==> src/sv/crc8lf_pkg.sv <==
// ----------------------------------------------------------------------------
// crc8lf_pkg
// Types and helpers for the length-prefixed frame parser: the frame phase,
// the result record and the byte-wide CRC-8 update (polynomial 0x07).
// ----------------------------------------------------------------------------
package crc8lf_pkg;

  localparam logic [7:0] CRC_POLY = 8'h07;
  localparam logic [7:0] CRC_INIT = 8'h00;

  typedef enum logic [2:0] {
    PH_TARGET  = 3'd0,
    PH_OPCODE  = 3'd1,
    PH_LENGTH  = 3'd2,
    PH_PAYLOAD = 3'd3,
    PH_CRC     = 3'd4
  } phase_t;

  typedef enum logic {
    KIND_PAYLOAD   = 1'b0,
    KIND_FRAME_END = 1'b1
  } kind_t;

  typedef struct packed {
    kind_t      kind;
    logic [7:0] payload_byte;
    logic [7:0] target_id;
    logic [7:0] op_code;
    logic [7:0] payload_len;
    logic       crc_ok;
    logic [7:0] computed_crc;
  } res_t;

  function automatic logic [7:0] crc8_byte(input logic [7:0] crc, input logic [7:0] b);
    logic [7:0] v;
    v = crc ^ b;
    for (int k = 0; k < 8; k++) begin
      if (v[7]) begin
        v = {v[6:0], 1'b0} ^ CRC_POLY;
      end else begin
        v = {v[6:0], 1'b0};
      end
    end
    return v;
  endfunction

endpackage

==> src/sv/crc8_length_frame_parser.sv <==
// ----------------------------------------------------------------------------
// crc8_length_frame_parser
// Parses target, opcode, length, payload and CRC-8 bytes of a received frame,
// passing payload bytes out and closing each frame with a CRC check result.
// ----------------------------------------------------------------------------
//  channel  handshake            payload
//  in       in_valid / in_stall  rx_byte, frame_start
//  out      out_valid/out_stall  kind, payload_byte, target_id, op_code,
//                                payload_len, crc_ok, computed_crc
//
// One byte per cycle while in_stall is low; results are registered. The CRC
// update is byte-wide XOR logic between the frame state registers and the
// output register; a two-entry output stage (register plus skid) lets requests
// flow while a result waits. in_stall rises only when both entries are full.
// Reset clears the phase, held header and valid bits.
// ----------------------------------------------------------------------------
module crc8_length_frame_parser (
  input  logic       clk,
  input  logic       rst,
  input  logic       in_valid,
  output logic       in_stall,
  input  logic [7:0] rx_byte,
  input  logic       frame_start,
  output logic       out_valid,
  input  logic       out_stall,
  output logic       kind,
  output logic [7:0] payload_byte,
  output logic [7:0] target_id,
  output logic [7:0] op_code,
  output logic [7:0] payload_len,
  output logic       crc_ok,
  output logic [7:0] computed_crc
);
  import crc8lf_pkg::*;

  phase_t     phase, phase_next;
  logic [7:0] held_target, held_target_next;
  logic [7:0] held_opcode, held_opcode_next;
  logic [7:0] held_length, held_length_next;
  logic [7:0] bytes_left, bytes_left_next;
  logic [7:0] running_crc, running_crc_next;

  res_t       res;
  logic       res_fire;
  res_t       out_res;
  res_t       skid_res;
  logic       skid_valid;
  logic       accept;
  logic       take;
  logic [7:0] crc_upd;
  logic [7:0] left_dec;

  assign in_stall = skid_valid;
  assign accept   = in_valid && !in_stall;
  assign take     = out_valid && !out_stall;
  assign left_dec = bytes_left - 8'd1;

  always_comb begin
    phase_t ph;
    ph               = frame_start ? PH_TARGET : phase;
    phase_next       = phase;
    held_target_next = held_target;
    held_opcode_next = held_opcode;
    held_length_next = held_length;
    bytes_left_next  = bytes_left;
    crc_upd          = crc8_byte(running_crc, rx_byte);
    running_crc_next = running_crc;
    res_fire         = 1'b0;
    res.kind         = KIND_PAYLOAD;
    res.payload_byte = 8'h00;
    res.target_id    = held_target;
    res.op_code      = held_opcode;
    res.payload_len  = held_length;
    res.crc_ok       = 1'b0;
    res.computed_crc = running_crc;
    unique case (ph)
      PH_OPCODE: begin
        held_opcode_next = rx_byte;
        running_crc_next = crc_upd;
        phase_next       = PH_LENGTH;
      end
      PH_LENGTH: begin
        held_length_next = rx_byte;
        bytes_left_next  = rx_byte;
        running_crc_next = crc_upd;
        phase_next       = (rx_byte == 8'h00) ? PH_CRC : PH_PAYLOAD;
      end
      PH_PAYLOAD: begin
        running_crc_next = crc_upd;
        bytes_left_next  = left_dec;
        if (left_dec == 8'h00) begin
          phase_next = PH_CRC;
        end
        res_fire         = 1'b1;
        res.payload_byte = rx_byte;
        res.computed_crc = crc_upd;
      end
      PH_CRC: begin
        res_fire   = 1'b1;
        res.kind   = KIND_FRAME_END;
        res.crc_ok = (rx_byte == running_crc);
        phase_next = PH_TARGET;
      end
      default: begin
        held_target_next = rx_byte;
        held_opcode_next = 8'h00;
        held_length_next = 8'h00;
        bytes_left_next  = 8'h00;
        running_crc_next = crc8_byte(CRC_INIT, rx_byte);
        phase_next       = PH_OPCODE;
      end
    endcase
  end

  always_ff @(posedge clk) begin
    if (rst) begin
      phase       <= PH_TARGET;
      held_target <= 8'h00;
      held_opcode <= 8'h00;
      held_length <= 8'h00;
      bytes_left  <= 8'h00;
      running_crc <= CRC_INIT;
    end else if (accept) begin
      phase       <= phase_next;
      held_target <= held_target_next;
      held_opcode <= held_opcode_next;
      held_length <= held_length_next;
      bytes_left  <= bytes_left_next;
      running_crc <= running_crc_next;
    end
  end

  always_ff @(posedge clk) begin
    if (rst) begin
      out_valid  <= 1'b0;
      skid_valid <= 1'b0;
    end else if (take || !out_valid) begin
      if (skid_valid) begin
        out_res    <= skid_res;
        out_valid  <= 1'b1;
        skid_valid <= 1'b0;
      end else if (accept && res_fire) begin
        out_res   <= res;
        out_valid <= 1'b1;
      end else begin
        out_valid <= 1'b0;
      end
    end else if (accept && res_fire) begin
      skid_res   <= res;
      skid_valid <= 1'b1;
    end
  end

  assign kind         = out_res.kind;
  assign payload_byte = out_res.payload_byte;
  assign target_id    = out_res.target_id;
  assign op_code      = out_res.op_code;
  assign payload_len  = out_res.payload_len;
  assign crc_ok       = out_res.crc_ok;
  assign computed_crc = out_res.computed_crc;

endmodule
==> config.mk <==
export PLATFORM = sky130hd
export DESIGN_NAME = crc8_length_frame_parser
export DESIGN_NICKNAME = d
export VERILOG_FILES = /design/src/sv/crc8lf_pkg.sv /design/src/sv/crc8_length_frame_parser.sv
export SDC_FILE = /design/constraint.sdc
export NUM_CORES = 1
export LEC_CHECK = 0
export BUFFER_PORTS_ARGS = -buffer_cell sky130_fd_sc_hd__buf_2
export CAP_MARGIN = 20
export CORE_UTILIZATION = 53
export CTS_BUF_LIST = sky130_fd_sc_hd__clkbuf_16
export DETAILED_ROUTE_END_ITERATION = 8
export GPL_TIMING_DRIVEN = 1
export PLACE_DENSITY = 0.82
export SETUP_SLACK_MARGIN = 0.1
export SLEW_MARGIN = 20
export SYNTH_ARGS = -nofsm -noshare
export SYNTH_HDL_FRONTEND = slang
export SYNTH_SLANG_ARGS = --single-unit
==> constraint.sdc <==
create_clock -name clk -period 9 [get_ports clk]
set_input_delay 0.45 -clock clk [delete_from_list [all_inputs] [get_ports clk]]
set_output_delay 0.45 -clock clk [all_outputs]
set_load 0.05 [all_outputs]
After elaboration in Yosys (flattened, before gate mapping) --
Cells that the tools add are included.
Cells by class: $lt $le $gt $ge 0, equality and inequality tests 6, add/sub/neg operators 1, shift-type cells 0, divide/modulo/power cells 0, muxes and demuxes 40, bitwise gates (word level) 24, reductions and logical operators 25, multipliers 0
Operator list (count):
- $mux W42 | 2
- $mux W8 | 9
- $mux W3 | 19
- $not A3 Y3 | 16
- $pmux W8 S2 | 3
- $pmux W8 S3 | 1
- $logic_not A8 Y1 | 2
- $pmux W3 S4 | 1
- $reduce_and A2 Y1 | 6
- $reduce_or A3 Y1 | 3
- $eq A8 B8 Y1 | 1
- $sub A8 B1 Y8 const B | 1
- $xor A8 B8 Y8 | 1
- $not A1 Y1 | 7
- $eq A3 B2 Y1 const B | 2
- $reduce_and A3 Y1 | 2
- $reduce_or A2 Y1 | 3
- $mux W1 | 5
- $reduce_or A4 Y1 | 1
- $eq A3 B1 Y1 const B | 1
- $eq A3 B3 Y1 const B | 1
- $logic_and A1 B1 Y1 | 3
- $logic_not A1 Y1 | 3
- $ne A2 B2 Y1 const B | 1
- 2 further kinds | 2
Word-level totals: logic and storage cells 118, register bits 129, output and inout port bits 44, bits in latches 0, bits of input ports 13, memory bits (read-only) 0, memories 0, bits in writable memories 0

Depth between registers and ports, before layout --
word-level depth 25, gate-level depth with buffers 8, depth with buffers taken out 7

Worst setup path after synthesis --
Ideal clock, no wire load.
path kind input-to-reg, from input frame_start, to register skid_res[0] (netlist name), enable pin, data arrival time 7.799 ns, stages on the path 5, setup time 0.668 ns, path buffers 3, data required time 8.332 ns, slack 0.533 ns, cell sequence buf_2 > nand4bb_1 > buf_2 > clkbuf_1 > a2111oi_0
On the way: word-level cells in the longest chain between the ends 6, elaborated cells between the ends (all ways) 7, those cells by class eq/ne (2); mux (2); reduce/logical (3)
RTL lines:
- from (decl) | RTL line crc8_length_frame_parser.sv:23 | input logic frame_start,
- $mux W3 * | RTL line crc8_length_frame_parser.sv:60 | ph = frame_start ? PH_TARGET : phase;
- $eq A3 B3 Y1 / $eq A3 B2 Y1 (equally long branches) | RTL line crc8_length_frame_parser.sv:76 | unique case (ph)
- $reduce_or A2 Y1 (no line) *
- $mux W1 * | RTL line crc8_length_frame_parser.sv:76
- $logic_and A1 B1 Y1 * | RTL line crc8_length_frame_parser.sv:148 | end else if (accept && res_fire) begin
- $reduce_and A3 Y1 (no line) *
- to (signal assigned) | RTL line crc8_length_frame_parser.sv:149 | skid_res <= res;
- to (decl) | RTL line crc8_length_frame_parser.sv:46 | res_t skid_res;
Mark *: on every way between the ends. The rest lies on a longest branch, timed or not. A chain may end at the register's enable or synchronous reset.

Worst setup path in the final report --
from register phase[2], to register out_res (netlist bit computed_crc[5]), enable pin
On the way: word-level cells in the longest chain between the ends 7, elaborated cells between the ends (all ways) 8, those cells by class eq/ne (2); mux (2); reduce/logical (4)
RTL lines:
- from (decl) | RTL line crc8_length_frame_parser.sv:36 | phase_t phase, phase_next;
- from (signal assigned) | RTL line crc8_length_frame_parser.sv:124 | phase <= phase_next;
- $mux W3 * | RTL line crc8_length_frame_parser.sv:60
- $eq A3 B3 Y1 / $eq A3 B2 Y1 (equally long branches) | RTL line crc8_length_frame_parser.sv:76
- $reduce_or A2 Y1 (no line) *
- $mux W1 * | RTL line crc8_length_frame_parser.sv:76
- $logic_and A1 B1 Y1 * | RTL line crc8_length_frame_parser.sv:142 | end else if (accept && res_fire) begin
- $reduce_bool A2 Y1 (no line) *
- $reduce_and A3 Y1 (no line) *
- to (signal assigned) | RTL line crc8_length_frame_parser.sv:139 | out_res <= skid_res;
- to (signal assigned) | RTL line crc8_length_frame_parser.sv:143 | out_res <= res;
- to (decl) | RTL line crc8_length_frame_parser.sv:45 | res_t out_res;
Marked as above.

==> summary.txt <==
Critical path
  – Worst path slowest cell: or4b_1
  – Crit-path max FO: 26
  – Critical path origin: phase[2]
  – CP top delay family: simple AND/OR/NAND/NOR gates
  – Crit end category: flop
  – Sequence of cells on the critical path: or4b_1 > nand2_1 > a21oi_1 > or2_2 > a21oi_4 > buf_4
  – WP buf/inv: 1
  – Reg2reg start: phase[2]
  – Startpoint types: flop
  – Reg2Reg Setup Slack: 6000 ps
  – CP Data Required Time: 9090 ps
  – Worst stage delay on the critical path: 610 ps
  – WS Path Type: flop to flop
  – Crit Reg-Reg Endpoint: computed_crc[5]
  – Worst Path Arrival: 3080 ps
  – R2r worst-path depth: 6

Min path
  – Hold EP: out_valid
  – Worst Hold Class: input pin to flop
  – Hold Crit Depth: 3
  – Min-delay src: in_valid

Global route
  – Pin count of the biggest net entering global routing: 51
  – Gr usage total: 0.234
  – Initial antenna violation count: 1
  – Total gr overflow: 0
  – First-pass GRT wire length: 20.2 mm
  – Vias in the first global route: 3910

STA
  – Fmax: 0.334 GHz
  – Final period util: 0.333
  – Post-Route Skew: 5.24 ps
  – Worst slew margin: 0.321
  – Setup tns final: 0 ps
  – RSZ-0062 raised after global routing: no
  – Min Clock Period, post-route: 3000 ps
  – Max-slew violations: 0
  – Final hold violation count: 0
  – Worst Tran Pin Value: 1020 ps
  – Final Setup Violations: 0
  – Final Worst Setup Slack: 6000 ps

Synth
  – Post-synth top area share: 0.423
  – Most used DFF post-synth: edfxtp_1
  – Seq/Total Area, Yosys: 0.574
  – Yosys reg bits: 129
  – Avg Cell Area, Syn: 12.0 µm²
  – Post-Syn Area: 5970 µm²
  – Net Count, Synth: 520
  – Syn Inst Count: 499
  – Number of synthesized flops with an enable pin: 84
  – Area leader, netlist: edfxtp_1
  – Netlist cell types: 60
  – Synth top area cells: edfxtp_1 (42%), dfxtp_1 (15%), mux2_2 (6.6%), xnor2_1 (4.3%), nor2_1 (2.7%)
  – Async SR Flop Fraction: 0
  – YS warnings: 0

Clock tree
  – Root Buffer: clkbuf_16
  – Clock slew at reported path FFs: 60 ps
  – Worst-Skew Late Latency: 420 ps
  – Clk buf depth: 2
  – CTS resizes: 0
  – Clk sinks: 129
  – Setup Buffers After CTS: 0
  – Hold buffers post-CTS: 0
  – Num CTS Buffers: 17
  – CTS tree: yes
  – Htree depth: 4

Detailed routing
  – Vias per cell: 5.85
  – DRC: 0
  – Post-DRT Antenna Nets: 0
  – Wirelength per Cell: 18.5 µm
  – Total Wirelength: 12.9 mm
  – DRT Pass-1 Iters: 5
  – Vias: 4071
  – Starting DRC count in detailed routing: 451

Power
  – Internal: 0.00118 W
  – Total power draw: 0.00154 W
  – Clock power share: 0.466
  – Sw Ratio: 0.234
  – Lkg Pwr: 2.51 nW
  – Switching power total: 0.000360 W
  – Peak VDD IR: 0.000150 V
  – Power Density: 222 nW/µm²
  – Sequential power share: 0.428
  – Combinational power share: 0.107

Placed design
  – Placed cells: 663
  – Placer Congestion: 0.873
  – IO buf count: 56
  – Cell area after placement: 6310 µm²
  – Post-place setup slack: 5970 ps
  – Detailed placer's ending HPWL: 7.93 mm

Floorplanning
  – Core area: 10900 µm²
  – Die area: 11700 µm²
  – Rows: 38
  – Initial Utilization: 0.548
  – Die Width: 108 µm
  – Die height: 108 µm
  – # IOs: 57

Layout
  – Layout Cells excl Fill: 696
  – Share of cells above drive strength 1: 0.254
  – Most frequent cells in the layout: edfxtp_1 (84), buf_2 (56), dfxtp_1 (44)
  – Final Instance Area: 6930 µm²
  – Commonest non-fill, non-tap cell in the layout: edfxtp_1
  – Final net count: 563
  – Area grow syn2layout: 16.1%

Outcome
  – Status: finished clean

Job
  – Max-Cap Viols: 0
worst min-delay path: cells and delay by family:
kind / cells / cell delay, ps
buffers and inverters: 1 / 90
AOI/OAI and AO/OA: 2 / 190
per-stage QoR:
stage | hold WS, ps | utilization
2_1_floorplan | 426 | -
3_3_place_gp | 439 | 0.579
3_5_place_dp | 446 | 0.579
4_1_cts | 337 | 0.636
5_1_grt | 385 | 0.636
6_report | 347 | 0.636
power by group through the flow:
| stage | clock [W] | combinational, W | sequential, W |
|---|---|---|---|
| 2_1_floorplan | 0 | 0.000139 | 0.000660 |
| 3_3_place_gp | 0 | 0.000154 | 0.000668 |
| 3_5_place_dp | 0 | 0.000159 | 0.000669 |
| 4_1_cts | 0.000720 | 0.000163 | 0.000657 |
| 5_1_grt | 0.000748 | 0.000178 | 0.000659 |
| 6_report | 0.000715 | 0.000164 | 0.000658 |
synthesized netlist by cell type (all sizes together) (12+ instances only):
cell type / instances
edfxtp: 84
dfxtp: 45
nor2: 45
nand2: 36
mux2: 35
a21oi: 32
xnor2: 32
clkbuf: 23
nand3: 20
o21ai: 19
buf: 16
inv: 13
xor2: 13
mux2i: 12
state kept, by name, indices dropped and copies added (netlist names):
name	cells
running_crc	8
held_target	8
out_valid	1
skid_res	42
payload_len	8
crc_ok	1
in_stall	1
op_code	8
target_id	8
phase	3
held_length	8
kind	1
bytes_left	8
held_opcode	8
computed_crc	8
payload_byte	8
cell type report:
class,count,area [µm²]
Antenna cell,1,2.50
Clock buffer,17,425
Clock inverter,15,191
Fill cell,811,3960
Inverter,13,48.8
Multi-Input combinational cell,318,2330
Sequential cell,129,3420
Tap cell,140,175
Timing Repair Buffer,63,333
logic make-up after synthesis:
group,count (synthesis),share of synthesized area
compound gates,82,0.0858
flops,129,0.574
xor+xnor,51,0.0946
simple gates,130,0.104
mux,47,0.0862
fa+ha+maj,8,0.0168
buf+inv,52,0.0392
layer usage:
layer | global-route usage | up-vias | part of all wire
li1 | - | 1883 | -
met1 | 0.295 | 1974 | 0.42
met2 | 0.368 | 182 | 0.49
met3 | 0.0687 | 32 | 0.064
met4 | 0.115 | 0 | 0.027
met5 | 0 | - | 0
worst max path at each step:
stage / end / slack, ps / cells past startpoint
after floorplan: skid_res[0] / 530 / 5
after global placement: computed_crc[3] / 6050 / 7
after detailed placement: computed_crc[3] / 5970 / 7
after CTS: crc_ok / 6030 / 6
after global routing: crc_ok / 5830 / 6
final: computed_crc[5] / 6000 / 6
Power figures use the tool's default switching activity.
